`config.mk`:
```
export PLATFORM = sky130hd
export DESIGN_NAME = ipv4_header_receive_check
export DESIGN_NICKNAME = d
export VERILOG_FILES = /design/src/rtl/ihrc_pkg.sv /design/src/rtl/ihrc_fifo.sv /design/src/rtl/ihrc_front.sv /design/src/rtl/ihrc_back.sv /design/src/rtl/ipv4_header_receive_check.sv
export SDC_FILE = /design/constraint.sdc
export NUM_CORES = 1
export LEC_CHECK = 0
export BUFFER_PORTS_ARGS = -buffer_cell sky130_fd_sc_hd__buf_2
export CELL_PAD_IN_SITES_DETAIL_PLACEMENT = 1
export CELL_PAD_IN_SITES_GLOBAL_PLACEMENT = 1
export CORE_MARGIN = 2
export CORE_UTILIZATION = 28
export CTS_CLUSTER_SIZE = 28
export DETAILED_ROUTE_END_ITERATION = 6
export PLACE_DENSITY = 0.51
export SLEW_MARGIN = 10
export SYNTH_ARGS = -nofsm -noshare
export SYNTH_HDL_FRONTEND = slang
export SYNTH_SLANG_ARGS = --single-unit
```
`constraint.sdc`:
```
create_clock -name clk -period 22.7 [get_ports clk]
set_input_delay 4.54 -clock clk [delete_from_list [all_inputs] [get_ports clk]]
set_output_delay 4.54 -clock clk [all_outputs]
set_load 0.005 [all_outputs]
```
`src/rtl/ihrc_pkg.sv`:
```
// ----------------------------------------------------------------------------
// ihrc_pkg
// shared types and constants of the ipv4 header receive check
// ----------------------------------------------------------------------------
package ihrc_pkg;

  localparam int CFG_INDEX_W = 3;
  localparam int CFG_DATA_W  = 32;

  localparam logic [CFG_INDEX_W-1:0] REG_LOCAL_ADDRESS = 3'd0;
  localparam logic [CFG_INDEX_W-1:0] REG_SLOT_ENABLE   = 3'd1;
  localparam logic [CFG_INDEX_W-1:0] REG_SLOT0_PROTO   = 3'd2;

  localparam logic [2:0] ST_DELIVER       = 3'd0;
  localparam logic [2:0] ST_NOT_ADDRESSED = 3'd1;
  localparam logic [2:0] ST_CHECKSUM_BAD  = 3'd2;
  localparam logic [2:0] ST_OPTIONS       = 3'd3;
  localparam logic [2:0] ST_TTL_ZERO      = 3'd4;
  localparam logic [2:0] ST_UNSUPPORTED   = 3'd5;

  localparam logic [3:0] IHL_NO_OPTIONS = 4'd5;

  localparam logic [4:0] POS_TTL_PROTO = 5'd4;
  localparam logic [4:0] POS_SRC_HI    = 5'd6;
  localparam logic [4:0] POS_SRC_LO    = 5'd7;
  localparam logic [4:0] POS_DST_HI    = 5'd8;
  localparam logic [4:0] POS_DST_LO    = 5'd9;

  typedef struct packed {
    logic [15:0] header_word;
    logic        first_word;
  } in_word_t;

  typedef struct packed {
    logic [2:0]  status;
    logic [7:0]  protocol;
    logic [31:0] source_address;
    logic [1:0]  matched_slot;
  } out_word_t;

  typedef struct packed {
    logic [15:0] sum;
    logic [3:0]  ihl;
    logic [7:0]  ttl;
    logic [7:0]  protocol;
    logic [31:0] src;
    logic [31:0] dst;
  } hdr_rec_t;

endpackage

```
`src/rtl/ihrc_fifo.sv`:
```
// ----------------------------------------------------------------------------
// ihrc_fifo
// small register queue with push/full and pop/empty sides
// ----------------------------------------------------------------------------
module ihrc_fifo #(
  parameter int WIDTH = 8,
  parameter int DEPTH = 2
) (
  input  logic             clk,
  input  logic             rst_n,
  input  logic             push,
  input  logic [WIDTH-1:0] push_data,
  output logic             full,
  input  logic             pop,
  output logic [WIDTH-1:0] pop_data,
  output logic             empty
);

  localparam int PTR_W = (DEPTH > 1) ? $clog2(DEPTH) : 1;
  localparam int CNT_W = $clog2(DEPTH + 1);

  logic [WIDTH-1:0] mem_r [DEPTH];
  logic [PTR_W-1:0] wr_ptr_r, wr_ptr_nxt;
  logic [PTR_W-1:0] rd_ptr_r, rd_ptr_nxt;
  logic [CNT_W-1:0] count_r, count_nxt;
  logic             do_push, do_pop;

  assign full     = (count_r == CNT_W'(DEPTH));
  assign empty    = (count_r == '0);
  assign do_push  = push && !full;
  assign do_pop   = pop && !empty;
  assign pop_data = mem_r[rd_ptr_r];

  always_comb begin
    wr_ptr_nxt = wr_ptr_r;
    rd_ptr_nxt = rd_ptr_r;
    count_nxt  = count_r;
    if (do_push) begin
      wr_ptr_nxt = (wr_ptr_r == PTR_W'(DEPTH - 1)) ? '0 : wr_ptr_r + 1'b1;
    end
    if (do_pop) begin
      rd_ptr_nxt = (rd_ptr_r == PTR_W'(DEPTH - 1)) ? '0 : rd_ptr_r + 1'b1;
    end
    if (do_push && !do_pop) begin
      count_nxt = count_r + 1'b1;
    end else if (do_pop && !do_push) begin
      count_nxt = count_r - 1'b1;
    end
  end

  always_ff @(posedge clk) begin
    if (!rst_n) begin
      wr_ptr_r <= '0;
      rd_ptr_r <= '0;
      count_r  <= '0;
    end else begin
      wr_ptr_r <= wr_ptr_nxt;
      rd_ptr_r <= rd_ptr_nxt;
      count_r  <= count_nxt;
    end
  end

  always_ff @(posedge clk) begin
    if (do_push) begin
      mem_r[wr_ptr_r] <= push_data;
    end
  end

endmodule

```
`src/rtl/ihrc_front.sv`:
```
// ----------------------------------------------------------------------------
// ihrc_front
// takes header words, keeps the ones' complement sum and captures fields
// ----------------------------------------------------------------------------
module ihrc_front
  import ihrc_pkg::*;
(
  input  logic     clk,
  input  logic     rst_n,
  input  logic     in_push,
  input  in_word_t in_word,
  output logic     in_full,
  output logic     rec_push,
  output hdr_rec_t rec,
  input  logic     rec_full
);

  logic        in_hdr_r, in_hdr_nxt;
  logic [4:0]  count_r, count_nxt;
  logic [3:0]  ihl_r, ihl_nxt;
  logic [15:0] sum_r, sum_nxt;
  logic [7:0]  ttl_r, ttl_nxt;
  logic [7:0]  proto_r, proto_nxt;
  logic [31:0] src_r, src_nxt;
  logic [31:0] dst_r, dst_nxt;

  logic        accept, first, done;
  logic [15:0] w, sum0;
  logic [16:0] sum_wide;
  logic [4:0]  count0, header_words;
  logic [3:0]  ihl0;
  logic [7:0]  ttl0, proto0;
  logic [31:0] src0, dst0;

  assign in_full = rec_full;
  assign accept  = in_push && !in_full;
  assign first   = in_word.first_word;
  assign w       = in_word.header_word;

  always_comb begin
    if (first) begin
      ihl0   = w[11:8];
      count0 = '0;
      sum0   = '0;
      ttl0   = '0;
      proto0 = '0;
      src0   = '0;
      dst0   = '0;
    end else begin
      ihl0   = ihl_r;
      count0 = count_r;
      sum0   = sum_r;
      ttl0   = ttl_r;
      proto0 = proto_r;
      src0   = src_r;
      dst0   = dst_r;
    end
    header_words = {ihl0, 1'b0};

    ttl_nxt   = ttl0;
    proto_nxt = proto0;
    src_nxt   = src0;
    dst_nxt   = dst0;
    case (count0)
      POS_TTL_PROTO: begin
        ttl_nxt   = w[15:8];
        proto_nxt = w[7:0];
      end
      POS_SRC_HI: src_nxt[31:16] = w;
      POS_SRC_LO: src_nxt[15:0]  = w;
      POS_DST_HI: dst_nxt[31:16] = w;
      POS_DST_LO: dst_nxt[15:0]  = w;
      default: ;
    endcase

    sum_wide  = {1'b0, sum0} + {1'b0, w};
    sum_nxt   = sum_wide[15:0] + {15'd0, sum_wide[16]};
    count_nxt = count0 + 5'd1;
    ihl_nxt   = ihl0;

    rec_push   = 1'b0;
    done       = 1'b0;
    in_hdr_nxt = in_hdr_r;
    rec        = '{sum: sum_nxt, ihl: ihl0, ttl: ttl_nxt, protocol: proto_nxt,
                   src: src_nxt, dst: dst_nxt};

    if (accept && (first || in_hdr_r)) begin
      if (first && header_words == '0) begin
        done = 1'b1;
        rec  = '{sum: 16'd0, ihl: ihl0, ttl: 8'd0, protocol: 8'd0,
                 src: 32'd0, dst: 32'd0};
      end else begin
        done = (count_nxt == header_words);
      end
      rec_push   = done;
      in_hdr_nxt = !done;
    end
  end

  always_ff @(posedge clk) begin
    if (!rst_n) begin
      in_hdr_r <= 1'b0;
      count_r  <= '0;
      ihl_r    <= '0;
      sum_r    <= '0;
    end else if (accept && (first || in_hdr_r)) begin
      in_hdr_r <= in_hdr_nxt;
      count_r  <= count_nxt;
      ihl_r    <= ihl_nxt;
      sum_r    <= sum_nxt;
    end
  end

  always_ff @(posedge clk) begin
    if (accept && (first || in_hdr_r)) begin
      ttl_r   <= ttl_nxt;
      proto_r <= proto_nxt;
      src_r   <= src_nxt;
      dst_r   <= dst_nxt;
    end
  end

endmodule

```
`src/rtl/ihrc_back.sv`:
```
// ----------------------------------------------------------------------------
// ihrc_back
// holds the configuration and turns a finished header into a verdict
// ----------------------------------------------------------------------------
module ihrc_back
  import ihrc_pkg::*;
#(
  parameter int PROTOCOL_SLOTS = 4
) (
  input  logic                   clk,
  input  logic                   rst_n,
  input  logic                   cfg_valid,
  output logic                   cfg_ready,
  input  logic [CFG_INDEX_W-1:0] cfg_index,
  input  logic [CFG_DATA_W-1:0]  cfg_data,
  input  logic                   rec_empty,
  input  hdr_rec_t               rec,
  output logic                   rec_pop,
  output logic                   res_push,
  output out_word_t              res,
  input  logic                   res_full
);

  logic [31:0] local_addr_r;
  logic [3:0]  slot_en_r;
  logic [7:0]  slot_proto_r [PROTOCOL_SLOTS];

  logic        found;
  logic [1:0]  slot;

  assign cfg_ready = 1'b1;

  always_ff @(posedge clk) begin
    if (!rst_n) begin
      local_addr_r <= '0;
      slot_en_r    <= '0;
      for (int i = 0; i < PROTOCOL_SLOTS; i++) begin
        slot_proto_r[i] <= '0;
      end
    end else if (cfg_valid) begin
      if (cfg_index == REG_LOCAL_ADDRESS) begin
        local_addr_r <= cfg_data;
      end
      if (cfg_index == REG_SLOT_ENABLE) begin
        slot_en_r <= cfg_data[3:0];
      end
      for (int i = 0; i < PROTOCOL_SLOTS; i++) begin
        if (cfg_index == REG_SLOT0_PROTO + CFG_INDEX_W'(i)) begin
          slot_proto_r[i] <= cfg_data[7:0];
        end
      end
    end
  end

  // lowest enabled matching slot wins
  always_comb begin
    found = 1'b0;
    slot  = '0;
    for (int i = PROTOCOL_SLOTS - 1; i >= 0; i--) begin
      if (slot_en_r[i] && slot_proto_r[i] == rec.protocol) begin
        found = 1'b1;
        slot  = 2'(i);
      end
    end
  end

  always_comb begin
    res.protocol       = rec.protocol;
    res.source_address = rec.src;
    res.matched_slot   = '0;
    if (rec.sum != 16'hFFFF) begin
      res.status = ST_CHECKSUM_BAD;
    end else if (rec.ihl != IHL_NO_OPTIONS) begin
      res.status = ST_OPTIONS;
    end else if (rec.ttl == '0) begin
      res.status = ST_TTL_ZERO;
    end else if (rec.dst != local_addr_r) begin
      res.status = ST_NOT_ADDRESSED;
    end else if (!found) begin
      res.status = ST_UNSUPPORTED;
    end else begin
      res.status       = ST_DELIVER;
      res.matched_slot = slot;
    end
  end

  assign rec_pop  = !rec_empty && !res_full;
  assign res_push = rec_pop;

endmodule

```
`src/rtl/ipv4_header_receive_check.sv`:
```
// ----------------------------------------------------------------------------
// ipv4_header_receive_check
// checks received ipv4 headers and gives one verdict word per header
// ----------------------------------------------------------------------------
// Header words are taken at one word per clock while in_full is low, with no
// gaps needed, and a new header may start right behind the last one. Each word
// costs one end-around carry add in the front stage; a finished header is
// written to the middle queue and judged in the back stage, and its verdict word
// is written to the output queue once that queue has room. Up to two judged
// headers wait in the output queue and two more in the middle queue before
// in_full rises. Configuration writes are always ready and should only be
// issued while no header is open or waiting to be judged.
module ipv4_header_receive_check
  import ihrc_pkg::*;
#(
  parameter int PROTOCOL_SLOTS = 4
) (
  input  logic                   clk,
  input  logic                   rst_n,
  input  logic                   in_push,
  input  in_word_t               in_word,
  output logic                   in_full,
  output logic                   out_empty,
  input  logic                   out_pop,
  output out_word_t              out_word,
  input  logic                   cfg_valid,
  output logic                   cfg_ready,
  input  logic [CFG_INDEX_W-1:0] cfg_index,
  input  logic [CFG_DATA_W-1:0]  cfg_data
);

  hdr_rec_t  front_rec, back_rec;
  logic      front_push, mid_full, mid_empty, mid_pop;
  out_word_t res;
  logic      res_push, res_full;

  ihrc_front u_front (
    .clk      (clk),
    .rst_n    (rst_n),
    .in_push  (in_push),
    .in_word  (in_word),
    .in_full  (in_full),
    .rec_push (front_push),
    .rec      (front_rec),
    .rec_full (mid_full)
  );

  ihrc_fifo #(
    .WIDTH ($bits(hdr_rec_t)),
    .DEPTH (2)
  ) u_mid_q (
    .clk       (clk),
    .rst_n     (rst_n),
    .push      (front_push),
    .push_data (front_rec),
    .full      (mid_full),
    .pop       (mid_pop),
    .pop_data  (back_rec),
    .empty     (mid_empty)
  );

  ihrc_back #(
    .PROTOCOL_SLOTS (PROTOCOL_SLOTS)
  ) u_back (
    .clk       (clk),
    .rst_n     (rst_n),
    .cfg_valid (cfg_valid),
    .cfg_ready (cfg_ready),
    .cfg_index (cfg_index),
    .cfg_data  (cfg_data),
    .rec_empty (mid_empty),
    .rec       (back_rec),
    .rec_pop   (mid_pop),
    .res_push  (res_push),
    .res       (res),
    .res_full  (res_full)
  );

  ihrc_fifo #(
    .WIDTH ($bits(out_word_t)),
    .DEPTH (2)
  ) u_out_q (
    .clk       (clk),
    .rst_n     (rst_n),
    .push      (res_push),
    .push_data (res),
    .full      (res_full),
    .pop       (out_pop),
    .pop_data  (out_word),
    .empty     (out_empty)
  );

endmodule
```
[Word-level counts from Yosys, hierarchy flattened]
Memory sizes are Yosys's and may differ from the RTL's. A register that Yosys moved wholly into a read port is not among the register bits.
Index checks and enable logic that the tools add are counted.
Cells by class
  multiplexer cells: 73
  magnitude comparators: 0
  equal/unequal tests: 20
  shift operators: 0
  div/mod/pow operators: 0
  multiply operators: 0
  add/sub/neg operators: 11
  bitwise logic cells: 4
  reductions and logical operators: 35
Operators by type and width (count)
  two-way mux 100 bit: 2
  two-way mux 16 bit: 5
  two-way mux 32 bit: 2
  two-way mux 8 bit: 8
  two-way mux 1 bit: 36
  == test 8 bit: 4
  != test 32 bit: 1
  two-way mux 2 bit: 13
  adder 16 x 16 -> 17 bit: 1
  adder 16 x 1 -> 16 bit: 1
  logical AND 1 bit: 16
  != test 16 bit (second input constant): 1
  == test 5 x 3 -> 1 bit (second input constant): 3
  two-way mux 3 bit: 5
  == test 5 x 4 -> 1 bit (second input constant): 2
  zero test 1 bit: 9
  zero test 8 bit: 1
  == test 3 x 2 -> 1 bit (second input constant): 2
  == test 3 bit (second input constant): 2
  adder 5 x 1 -> 5 bit (second input constant): 1
  == test 5 bit: 1
  two-way mux 5 bit: 1
  adder 1 bit (second input constant): 4
  adder 2 x 1 -> 2 bit (second input constant): 2
  12 further kinds: 20
Word-level totals
  output and inout bits: 48
  input bits: 57
  memories kept: 3
  bits in writable memories: 322
  latch bits: 0
  word-level logic and storage cells: 162
  register bits after elaboration: 150
  memory bits (read-only): 0
Memory list
  u_mid_q.mem_r: depth 2, bits a word 100, rd ports 1, clocked after memory_dff 1, write ports 1, RTL line ihrc_fifo.sv:22  | logic [WIDTH-1:0] mem_r [DEPTH];
  u_out_q.mem_r: depth 2, bits a word 45, rd ports 1, clocked after memory_dff 1, write ports 1, RTL line ihrc_fifo.sv:22
  u_back.slot_proto_r: depth 4, bits a word 8, rd ports 4, clocked after memory_dff 0, write ports 4, RTL line ihrc_back.sv:26  | logic [7:0] slot_proto_r [PROTOCOL_SLOTS];

[Logic depth before layout (Yosys ltp)]
Gate-level depths: netlist of run 1.
An unclocked memory read counts as a cell.
  word-level depth: 12
  gate-level depth with buffers: 21
  gate-level depth less buffers: 18

[Hierarchy]
From an unflattened synthesis of run 1, not the netlist that was laid out.
Unflattened totals
  cell total of the unflattened synthesis: 1645
  area, all modules: 21224.1 sq um
Modules (own cells, without submodules)
  ihrc_fifo at u_mid_q: cells an instance 336, instances 1, area an instance 7445.9 sq um, sequential area each 6105.9 sq um
  ihrc_front: cells an instance 748, instances 1, area an instance 6536.3 sq um, sequential area each 2922.8 sq um
  ihrc_back: cells an instance 396, instances 1, area an instance 3763.6 sq um, sequential area each 1681.6 sq um
  ihrc_fifo at u_out_q: cells an instance 165, instances 1, area an instance 3478.3 sq um, sequential area each 2802.7 sq um

[Least setup slack after synthesis of run 1]
OpenSTA, ideal clock, no wires.
  path kind: in2reg
  start point: in in_word[0] (netlist bit)
  end point: mem u_mid_q.mem_r[1][0] (netlist bit), enable pin
  path buffers: 3
  arrival: 10.916 ns
  required time: 22.127 ns
  setup time: 0.573 ns
  setup slack: 11.211 ns
  cell stages on the path: 12
  cells stage by stage: clkbuf_1 > clkbuf_1 > clkbuf_1 > nand2b_1 > inv_1 > ha_1 > nand3_1 > xor2_1 > nor2_1 > xnor2_1 > a31oi_1 > nor2b_1
On the way
  longest elaborated chain between the ends: 9
  elaborated cells between the ends (all ways): 14
  those cells by class: add/sub: 1; eq/ne: 1; mux: 7; reduce/logical: 5
RTL lines
  start: declaration: RTL line ipv4_header_receive_check.sv:21  | input in_word_t in_word,
  two-way mux 5 bit / two-way mux 4 bit (equally long branches): RTL line ihrc_front.sv:41  | if (first) begin
  adder 5 x 1 -> 5 bit / zero test 4 bit (equally long branches): RTL line ihrc_front.sv:78, ihrc_front.sv:88
  == test 5 bit / logical AND 1 bit (equally long branches): RTL line ihrc_front.sv:93, ihrc_front.sv:88
  two-way mux 1 bit: RTL line ihrc_front.sv:88  | if (first && header_words == '0) begin
  two-way mux 1 bit: RTL line ihrc_front.sv:87  | if (accept && (first || in_hdr_r)) begin
  two-way mux 1 bit *: RTL line ihrc_front.sv:87
  logical AND 1 bit *: RTL line ihrc_fifo.sv:30  | assign do_push = push && !full;
  two-way mux 1 bit *: RTL line ihrc_fifo.sv:64  | if (do_push) begin
  two-way mux 1 bit (not written as such) *: RTL line ihrc_fifo.sv:65  | mem_r[wr_ptr_r] <= push_data;
  end: declaration: RTL line ihrc_fifo.sv:22
Every way passes the cells marked *; elsewhere a longest branch is shown, timed or not. The select of a mux whose other input is x is not followed.

==> results of run 1 <==
synthesized netlist by cell type, types with 12 or more instances:
| cell type | instances | area (um2) |
|---|---|---|
| nand2_1 | 334 | 1250 |
| edfxtp_1 | 402 | 12100 |
| nor2_1 | 70 | 263 |
| ha_1 | 24 | 300 |
| a211oi_1 | 13 | 97.6 |
| clkbuf_1 | 57 | 214 |
| o21ai_0 | 27 | 135 |
| xor2_1 | 19 | 166 |
| nand4_1 | 12 | 75.1 |
| dfxtp_1 | 72 | 1440 |
| mux2i_1 | 47 | 470 |
| nand3_1 | 12 | 60.1 |
| and2_1 | 37 | 231 |
| xnor2_1 | 78 | 683 |
| mux2_2 | 78 | 878 |
| nor3_1 | 18 | 90.1 |
| nor4_1 | 23 | 144 |
| a21oi_1 | 53 | 265 |
| nand3b_1 | 80 | 601 |
| nor2b_1 | 26 | 163 |
| inv_1 | 27 | 101 |
state kept, by name, summed over array words and instances, names as in the netlist, named ones only:
| register | count |
|---|---|
| u_back.local_addr_r | 32 |
| u_front.proto_r | 8 |
| u_mid_q.wr_ptr_r | 1 |
| u_mid_q.mem_r | 200 |
| u_mid_q.count_r | 2 |
| u_front.in_hdr_r | 1 |
| u_out_q.wr_ptr_r | 1 |
| u_front.src_r | 32 |
| u_front.sum_r | 16 |
| u_front.dst_r | 32 |
| u_front.ttl_r | 8 |
| u_front.count_r | 5 |
| u_out_q.mem_r | 90 |
| u_out_q.count_r | 2 |
| u_out_q.rd_ptr_r | 1 |
| u_back.slot_en_r | 4 |
| u_back.slot_proto_r | 32 |
| u_front.ihl_r | 4 |
| u_mid_q.rd_ptr_r | 1 |
layout by cell type (no fill, tap or decap), drive strengths merged, types with 23 or more instances in the layout:
cell    instances
nor2           70
nand3b         80
and2           37
edfxtp        402
nor4           23
buf           120
dfxtp          72
inv            31
o21ai          31
clkbuf         71
ha             24
nand2         334
mux2i          47
xnor2          78
nor2b          26
mux2           78
a21oi          53
metrics by stage:
step,worst slack (ps),power (mW)
global route,13280,2.48
detailed placement,13000,1.54
finish,13660,2.37
floorplan,11210,1.38
CTS,13630,2.41
global placement,13030,1.53
final timing paths:
check	from	end
max	in_word[0]	u_mid_q.mem_r[1][96]$_DFFE_PP_
min	u_back.local_addr_r[5]$_SDFFE_PN0P_	u_back.local_addr_r[5]$_SDFFE_PN0P_
max reg2reg	u_front.sum_r[0]$_SDFFE_PN0P_	u_mid_q.mem_r[1][96]$_DFFE_PP_
min reg2reg	u_back.local_addr_r[5]$_SDFFE_PN0P_	u_back.local_addr_r[5]$_SDFFE_PN0P_
final cells by class:
type                       count  area (um2)  area share
sequential                   474       13500       0.567
multi-input combinational   1034        6610       0.277
clock buffer                  71        1480      0.0619
tap                          959        1200      0.0504
timing repair buffer         120         643      0.0270
clock inverter                28         278      0.0117
inverter                      28         108     0.00452
worst max-delay path: cells and delay by family:
kind	cells	cell delay, ps
XOR/XNOR	1	250
AO/OA/AOI/OAI	7	2150
adder cells (fa/ha/maj)	4	1160
AND/OR/NAND/NOR	6	630
buffers and inverters	2	580
power groups by stage:
stage / clock network (mW) / logic (mW) / registers, mW
after floorplan: 0 / 0.267 / 1.11
after global placement: 0 / 0.407 / 1.12
after detailed placement: 0 / 0.415 / 1.13
after CTS: 0.890 / 0.417 / 1.11
after global routing: 0.921 / 0.447 / 1.12
final: 0.863 / 0.403 / 1.11
layer usage:
metal | track usage | routed length [um] | vias to the layer above
li1 | - | - | 5989
met1 | 0.187 | 24500 | 6257
met2 | 0.251 | 27000 | 162
met3 | 0.0216 | 1730 | 63
met4 | 0.0296 | 819 | 0
met5 | 0 | 0 | -
cell families after synthesis:
family          count (synthesis)  share of synthesized area
compound gates                133                     0.0409
xor+xnor                       97                     0.0415
fa+ha+maj                      25                     0.0156
buf+inv                        97                     0.0186
flops                         474                      0.660
mux                           125                     0.0659
other cells                     1                   0.000183
simple gates                  653                      0.157
==> metrics.md, run 1 <==
| Metric | Value |
|---|---|
| Status | finished, final reports clean |
| Ys async rst share | 0 |
| Pwr/cell area | 99.5 nW/um2 |
| Setup Buffers After CTS | 0 |
| Vias in the first global route | 12,998 |
| Comb pwr share | 0.170 |
| NetSw | 0.627 mW |
| Hold Path Class | reg2reg |
| Crit-path cells | buf_2 -> buf_4 -> nor2b_1 -> ha_1 -> fa_1 -> a211oi_2 -> o21bai_1 -> a2111oi_0 -> o21bai_1 -> a21o_1 -> a21o_1 -> a21o_1 -> ha_1 -> ha_1 -> nand2_1 -> or4_4 -> or3b_1 -> nor3_1 -> xnor2_1 -> nor2_1 |
| DR WL/cell | 19.9 um |
| Nets | 1,793 |
| RSZ-0062 raised after global routing | no |
| Final ANT Viol Nets | 0 |
| Max Root-Sink Buffers | 3 |
| Clk sinks | 474 |
| Synth warn | 0 |
| Critical path class | in2reg |
| Avg Vias per Cell | 4.60 |
| Design area | 23,800 um2 |
| CP arrival | 9340 ps |
| Final setup fails | 0 |
| Clock power frac | 0.364 |
| R2R setup slack | 17,890 ps |
| Ratio of cells with drive above 1 in the final layout | 0.174 |
| Fin Clk Skew | 25.7 ps |
| Placed insts | 2,615 |
| Worst R2R Path Depth | 18 |
| CTS Hold Buffers Added | 0 |
| Worst IR Drop VDD | 0.0536 mV |
| WHS | 471 ps |
| Highest Clock Rate | 0.111 GHz |
| Final period utilization | 0.398 |
| First-pass DRT Iterations | 5 |
| Die Span Y | 274 um |
| Via count | 12,471 |
| Post-CTS Resized | 0 |
| Syn avg cell area | 12.8 um2 |
| Root buffer cell | clkbuf_16 |
| Register share of total power | 0.466 |
| Final Non-Filler Cells | 2,714 |
| CTS tree | done |
| Tmin final | 9040 ps |
| Clock insertion delay at the later pin of the skew report | 600 ps |
| Residual DRC count | 0 |
| Area Growth Syn to Fin | 16.4% |
| Post-Route WL | 54,000 um |
| Post-synth EDFFs | 402 |
| Antenna cells | 0 |
| Initial DRC count | 704 |
| Die W | 274 um |
| Type of origin of the critical path | input port |
| Slew @ Worst Pin | 1150 ps |
| CP max-delay cell | a2111oi_0 |
| Die area | 75,300 um2 |
| Ys flop type | edfxtp_1 |
| GPL Wtd Cong | 0.756 |
| H-tree depth | 2 |
| Mapped Nets | 1,687 |
| Pin count of the biggest net entering global routing | 88 |
| Synthesized area | 20,500 um2 |
| Register bit total from synthesis | 474 |
| Final hold vios | 0 |
| Setup TNS | 0 ps |
| Number of max-cap violations | 0 |
| Hold path depth | 2 |
| Cells after synthesis | 1,605 |
| Detailed placer's ending HPWL | 35,200 um |
| Post-layout util | 0.328 |
| Crit path max fanout | 59 |
| Core outline area | 72,700 um2 |
| Fill count | 7,773 |
| Sw Share | 0.264 |
| Port bufs | 103 |
| CTS clk-pin slew, worst paths | 60 ps |
| Delay of the slowest critical-path stage | 720 ps |
| Yosys cell types | 64 |
| Dpl cell area | 22,100 um2 |
| CP endpoint kind | flop |
| Register area share after synthesis | 0.660 |
| # rows | 99 |
| IO Count | 105 |
| Grt ovf | 0 |
| Cts bufs inserted | 53 |
| Overall Global Routing Usage | 0.143 |
| Static leakage | 8.62 nW |
| WP data required | 23,010 ps |
| Initial Utilization | 0.281 |
| First-pass GRT wire length | 81,300 um |
| Max Slew Vio Count | 0 |
| Rel. slew slack | 0.228 |
| Antenna violations before repair | 0 |
| Int Pwr | 1.74 mW |
Power figures use the tool's default switching activity.
==> run 2, diff against run 1 <==
--- a/config.mk
+++ b/config.mk
@@ -5,6 +5,7 @@
 export SDC_FILE = /design/constraint.sdc
 export NUM_CORES = 1
 export LEC_CHECK = 0
+export ABC_AREA = 1
 export BUFFER_PORTS_ARGS = -buffer_cell sky130_fd_sc_hd__buf_2
 export CELL_PAD_IN_SITES_DETAIL_PLACEMENT = 1
 export CELL_PAD_IN_SITES_GLOBAL_PLACEMENT = 1
@@ -12,7 +13,7 @@
 export CORE_UTILIZATION = 28
 export CTS_CLUSTER_SIZE = 28
 export DETAILED_ROUTE_END_ITERATION = 6
-export PLACE_DENSITY = 0.51
+export PLACE_DENSITY = 0.54
 export SLEW_MARGIN = 10
 export SYNTH_ARGS = -nofsm -noshare
 export SYNTH_HDL_FRONTEND = slang
==> constraint.sdc (replaced) <==
create_clock -name clk -period 7.8 [get_ports clk]
set_input_delay 1.56 -clock clk [delete_from_list [all_inputs] [get_ports clk]]
set_output_delay 1.56 -clock clk [all_outputs]
set_load 0.005 [all_outputs]
==> metrics.md, run 2 <==
| Metric | Value |
|---|---|
| Die W | 275 um |
| Core outline area | 72,700 um2 |
| Cts bufs inserted | 50 |
| Crit path max fanout | 39 |
| Design area | 23,700 um2 |
| Largest register by flop count | u_mid_q.mem_r |
| Avg Vias per Cell | 4.56 |
| Metal1 wirelength | 24,700 um |
| Nets | 2,068 |
| DR WL/cell | 18.0 um |
| Final setup fails | 0 |
| Ratio of cells with drive above 1 in the final layout | 0.131 |
| Initial DRC count | 700 |
| Ys flop type | edfxtp_1 |
| Overall Global Routing Usage | 0.143 |
| H-tree depth | 2 |
| Grt ovf | 0 |
| Met2 wire len | 26,200 um |
| Vias in the first global route | 14,329 |
| Largest registers | u_mid_q.mem_r (200), u_out_q.mem_r (90) |
| Initial Utilization | 0.282 |
| RSZ-0062 raised after global routing | no |
| Dpl cell area | 22,100 um2 |
| GPL Wtd Cong | 0.803 |
| Delay of the slowest critical-path stage | 740 ps |
| Post-synth EDFFs | 402 |
| Area Growth Syn to Fin | 15.4% |
| Tmin final | 4820 ps |
| Status | finished, final reports clean |
| Top cells by instance count after synthesis | edfxtp_1 (402), nand2_1 (373), o21ai_0 (232) |
| Rel. slew slack | 0.297 |
| Pwr Total | 7.12 mW |
| Yosys cell types | 42 |
| DR WL met3 | 1710 um |
| Pwr/cell area | 301 nW/um2 |
| Number of max-cap violations | 0 |
| Worst IR Drop VDD | 0.151 mV |
| Most frequent cells in the layout | edfxtp_1 (402), nand2_1 (373), o21ai_0 (232) |
| Port bufs | 103 |
| First-pass DRT Iterations | 5 |
| CP top delay family | buffers and inverters |
| CP max-delay cell | nor2_4 |
| Crit-path most repeated cell | nand2_1 |
| Antenna cells | 0 |
| Clk sinks | 474 |
| Setup TNS | 0 ps |
| Root buffer cell | clkbuf_16 |
| Final hold vios | 0 |
| Pin count of the biggest net entering global routing | 74 |
| Register bit total from synthesis | 474 |
| CTS Hold Buffers Added | 0 |
| Hold Path Class | reg2reg |
| Mapped Nets | 1,974 |
| Residual DRC count | 0 |
| Fin Clk Skew | 10.9 ps |
| Synth area leader | edfxtp_1 |
| Slew @ Worst Pin | 1040 ps |
| Static leakage | 9.04 nW |
| Post-Route WL | 53,700 um |
| WP data required | 8020 ps |
| Critical path class | in2reg |
| Setup Buffers After CTS | 0 |
| Final ANT Viol Nets | 0 |
| First-pass GRT wire length | 83,400 um |
| Die Span Y | 275 um |
| Ranking of synthesized cells by area | edfxtp_1 (59%), dfxtp_1 (7.0%), nand2_1 (6.8%) |
| WHS | 459 ps |
| Count leader, synth | edfxtp_1 |
| Synth warn | 0 |
| IO Count | 105 |
| Top Metal Used | met5 |
| Post-CTS Resized | 0 |
| Synthesized area | 20,500 um2 |
| Register area share after synthesis | 0.658 |
| Type of origin of the critical path | input port |
| # rows | 99 |
| Highest Clock Rate | 0.207 GHz |
| Worst path bufs/invs | 4 |
| Ys async rst share | 0 |
| Final period utilization | 0.618 |
| CP endpoint kind | flop |
| Detailed placer's ending HPWL | 36,400 um |
| Max Slew Vio Count | 0 |
| Antenna violations before repair | 1 |
| CTS tree | done |
| CP arrival | 5040 ps |
| Max Root-Sink Buffers | 3 |
| Top-area cell type share of the netlist area | 0.588 |
| Die area | 75,500 um2 |
| Clock insertion delay at the later pin of the skew report | 570 ps |
| Via count | 13,603 |
| Syn avg cell area | 10.8 um2 |
| Max reg flops | 200 |
| Commonest non-fill, non-tap cell in the layout | edfxtp_1 |
| Crit-path cells | buf_2 -> inv_2 -> nand2_1 -> nor2_1 -> nand2_1 -> xor2_1 -> xor2_1 -> nand3_1 -> nand2_1 -> inv_1 -> nor2_4 -> buf_4 |
| CTS clk-pin slew, worst paths | 60 ps |
| Cells after synthesis | 1,892 |
[run 2: changes by cell type in the layout (fill, tap and decap cells not counted), moves of 13 or more]
cell / change
nor2_1: +117
and2_1: -35
nor2b_1: -25
nand3b_1: -77
mux2i_1: -47
nand3_1: +115
xnor2_1: -55
mux2_2: -33
nand2_1: +39
nor4_1: -21
inv_1: +120
o21ai_0: +207
xor2_1: +27
a211oi_1: -13
[run 2: cells by family (layout without fill, tap and decap cells)]
kind of cell	Yosys count	after routing	synth area share
AND/OR/NAND/NOR	740	740	0.150
flip-flops	474	474	0.658
AO/OA/AOI/OAI	307	307	0.0770
buffers and inverters	231	364	0.0446
XOR/XNOR	69	69	0.0294
multiplexers	45	45	0.0247
adder cells (fa/ha/maj)	25	25	0.0156
other	1	1	0.000183
[run 2: path summary, 6_finish.rpt]
| path | from | end | slack [ps] | cells past startpoint |
|---|---|---|---|---|
| max | in_word[0] | u_mid_q.mem_r[1][55]$_DFFE_PP_ | 2980 | 12 |
| min reg2reg | u_mid_q.rd_ptr_r$_SDFFE_PN0P_ | flop | 460 | 1 |
| min | u_mid_q.rd_ptr_r$_SDFFE_PN0P_ | flop | 460 | 1 |
| max reg2reg | u_mid_q.count_r[0]$_SDFFE_PN0P_ | u_mid_q.mem_r[1][55]$_DFFE_PP_ | 3910 | 10 |
[run 2: where the power goes]
group | internal, mW | leakage [nW] | total, mW | switching, mW
Sequential | 3.19 | 4.33 | 3.27 | 0.0873
Combinational | 0.513 | 3.93 | 1.57 | 1.06
Clock | 1.32 | 0.782 | 2.28 | 0.959
Total | 5.02 | 9.04 | 7.12 | 2.10
[run 2: area by class of cell]
class	instances	area, um2
repair buffers	123	691
clock buffers	67	1440
multi-input cells	1187	6140
fillers	8010	49000
flip-flops and latches	474	13500
inverters	150	563
well taps	959	1200
clock inverters	24	130
[run 2: worst register-to-register path, stage by stage, from the launching register on]
cell and delay (ps):
dfxtp_1 410, nor2_1 140, nor2_1 140, o21a_4 540, inv_2 310, nor2_1 230, nand4_1 150, nand2_1 190
inv_1 130, nor2_4 740, buf_4 540
[run 2: metrics by stage]
stage               setup WS, ps  instances  utilization
global route                2620       2984        0.326
finish                      2980       2984        0.326
CTS                         2970       2984        0.326
detailed placement          2380       2893        0.304
global placement            2440       2893        0.304
floorplan                    101       1892            -
[run 2: metal layers]
| layer | vias to the layer above | GRT usage |
|---|---|---|
| li1 | 6688 | - |
| met1 | 6668 | 0.188 |
| met2 | 175 | 0.247 |
| met3 | 70 | 0.0223 |
| met4 | 2 | 0.0370 |
| met5 | - | 0 |
==> run 3, diff against run 2 <==
--- a/config.mk
+++ b/config.mk
@@ -5,7 +5,7 @@
 export SDC_FILE = /design/constraint.sdc
 export NUM_CORES = 1
 export LEC_CHECK = 0
-export ABC_AREA = 1
+export ABC_AREA = 0
 export BUFFER_PORTS_ARGS = -buffer_cell sky130_fd_sc_hd__buf_2
 export CELL_PAD_IN_SITES_DETAIL_PLACEMENT = 1
 export CELL_PAD_IN_SITES_GLOBAL_PLACEMENT = 1
@@ -13,7 +13,7 @@
 export CORE_UTILIZATION = 28
 export CTS_CLUSTER_SIZE = 28
 export DETAILED_ROUTE_END_ITERATION = 6
-export PLACE_DENSITY = 0.54
+export PLACE_DENSITY = 0.53
 export SLEW_MARGIN = 10
 export SYNTH_ARGS = -nofsm -noshare
 export SYNTH_HDL_FRONTEND = slang
==> constraint.sdc (replaced) <==
create_clock -name clk -period 4.1 [get_ports clk]
set_input_delay 0.82 -clock clk [delete_from_list [all_inputs] [get_ports clk]]
set_output_delay 0.82 -clock clk [all_outputs]
set_load 0.005 [all_outputs]
==> metrics.md, run 3 (synthesis results as in run 1) <==
| Metric | Value |
|---|---|
| DR WL/cell | 19.7 um |
| Die area | 75,300 um2 |
| H-tree depth | 2 |
| Cts bufs inserted | 53 |
| Multi-input logic area | 6780 um2 |
| Residual DRC count | 0 |
| Int Pwr | 9.88 mW |
| Crit path max fanout | 9 |
| Final setup fails | 0 |
| Antenna cells | 0 |
| Initial DRC count | 677 |
| Final hold vios | 0 |
| Antenna violations before repair | 4 |
| Comb pwr share | 0.179 |
| Type of origin of the critical path | input port |
| Max Root-Sink Buffers | 3 |
| Area Growth Syn to Fin | 21.3% |
| Hold Path Class | reg2reg |
| Rel. slew slack | 0.191 |
| # rows | 99 |
| Die Span Y | 274 um |
| CTS clk-pin slew, worst paths | 60 ps |
| Initial Utilization | 0.281 |
| Nets | 1,886 |
| Tmin final | 3870 ps |
| Clock power frac | 0.363 |
| Max reg flops | 200 |
| Largest registers | u_mid_q.mem_r (200), u_out_q.mem_r (90) |
| Fill count | 7,750 |
| Static leakage | 9.15 nW |
| IO Count | 105 |
| Sw Share | 0.265 |
| Detailed placer's ending HPWL | 37,200 um |
| First-pass GRT wire length | 83,700 um |
| Highest Clock Rate | 0.258 GHz |
| Most frequent cells in the layout | edfxtp_1 (402), nand2_1 (333), buf_4 (105) |
| Slew @ Worst Pin | 1200 ps |
| Via count | 12,964 |
| Max Slew Vio Count | 0 |
| GPL Wtd Cong | 0.806 |
| Post-layout util | 0.342 |
| Final WS setup | 228 ps |
| Pwr/cell area | 541 nW/um2 |
| CP endpoint kind | flop |
| Root buffer cell | clkbuf_16 |
| CTS Hold Buffers Added | 0 |
| Final period utilization | 0.944 |
| Final ANT Viol Nets | 0 |
| CP arrival | 4230 ps |
| Pin count of the biggest net entering global routing | 121 |
| Register area | 13,500 um2 |
| Clock insertion delay at the later pin of the skew report | 620 ps |
| WP data required | 4460 ps |
| First-pass DRT Iterations | 5 |
| Critical path class | in2reg |
| Fin Clk Skew | 45.4 ps |
| NetSw | 3.57 mW |
| Placement Setup Slack | -801 ps |
| Worst IR Drop VDD | 0.306 mV |
| Number of max-cap violations | 0 |
| Status | finished, final reports clean |
| Avg Vias per Cell | 4.62 |
| Worst R2R Start | u_front.sum_r[0]$_SDFFE_PN0P_ |
| Worst Setup SP | in_word[0] |
| CTS tree | done |
| Ratio of cells with drive above 1 in the final layout | 0.230 |
| Post-Route WL | 55,400 um |
| Die W | 274 um |
| Largest register by flop count | u_mid_q.mem_r |
| Clk sinks | 474 |
| Overall Global Routing Usage | 0.146 |
| Hold path start | u_front.sum_r[1]$_SDFFE_PN0P_ |
| Vias in the first global route | 13,633 |
| Core outline area | 72,700 um2 |
| Grt ovf | 0 |
| Register share of total power | 0.458 |
| Commonest non-fill, non-tap cell in the layout | edfxtp_1 |
| Port bufs | 103 |
| WHS | 457 ps |
## run 3: stage by stage
stage / cells / power (mW) / TNS (ps) / area, um2
after floorplan: 1605 / 7.64 / -55940 / 20600
after global placement: 2703 / 8.63 / -25420 / 22900
after detailed placement: 2703 / 8.71 / -37270 / 22900
after CTS: 2804 / 13.6 / -34.9 / 24700
after global routing: 2808 / 14.1 / -33.9 / 24800
final: 2808 / 13.4 / 0 / 24800
## run 3: routing by layer
metal | part of all wire | global-route usage | up-vias | wire length (um)
met2 | 0.50 | 0.254 | 183 | 27600
met3 | 0.034 | 0.0243 | 71 | 1860
met4 | 0.023 | 0.0410 | 4 | 1250
met1 | 0.44 | 0.188 | 6548 | 24600
met5 | 0.00043 | 0 | - | 24
li1 | - | - | 6158 | -
## run 3: cell type report
| class | instances | share of cell area |
|---|---|---|
| flip-flops and latches | 474 | 0.544 |
| multi-input cells | 1034 | 0.273 |
| clock buffers | 66 | 0.0574 |
| repair buffers | 213 | 0.0569 |
| well taps | 959 | 0.0483 |
| clock inverters | 34 | 0.0154 |
| inverters | 28 | 0.00433 |
## run 3: final timing paths
| kind | to | slack, ps | cells after the start |
|---|---|---|---|
| setup reg to reg | u_mid_q.mem_r[0][95]$_DFFE_PP_ | 230 | 17 |
| hold reg to reg | u_front.sum_r[1]$_SDFFE_PN0P_ | 460 | 2 |
| hold / removal | u_front.sum_r[1]$_SDFFE_PN0P_ | 460 | 2 |
| setup / recovery | u_mid_q.mem_r[1][98]$_DFFE_PP_ | 230 | 19 |
## run 3: critical path, stage by stage
cell	delay, ps
buf_4	140
buf_8	140
nor2b_1	60
ha_1	350
nand3_1	110
a21oi_1	240
a2111oi_4	100
o21bai_1	140
a21o_1	140
a21o_1	110
a21o_1	170
ha_4	160
ha_4	120
nand2_2	50
or4_4	480
or3b_4	410
nor4_4	150
xor2_1	230
nor2_1	90
## run 3: power by group through the flow
stage          combinational [mW]  sequential, mW  clock, mW
6_report                     2.40            6.16       4.88
5_1_grt                      2.66            6.23       5.18
4_1_cts                      2.45            6.17       5.02
3_5_place_dp                 2.43            6.27          0
3_3_place_gp                 2.38            6.24          0
2_1_floorplan                1.51            6.13          0
## run 3: repair_timing
| action | CTS | global route |
|---|---|---|
| gates resized for setup | 1 | 13 |
| gates cloned | 0 | 0 |
| buffers inserted | 1 | 4 |
| pin swaps | 0 | 10 |
| setup endpoints to repair | 6 | 30 |
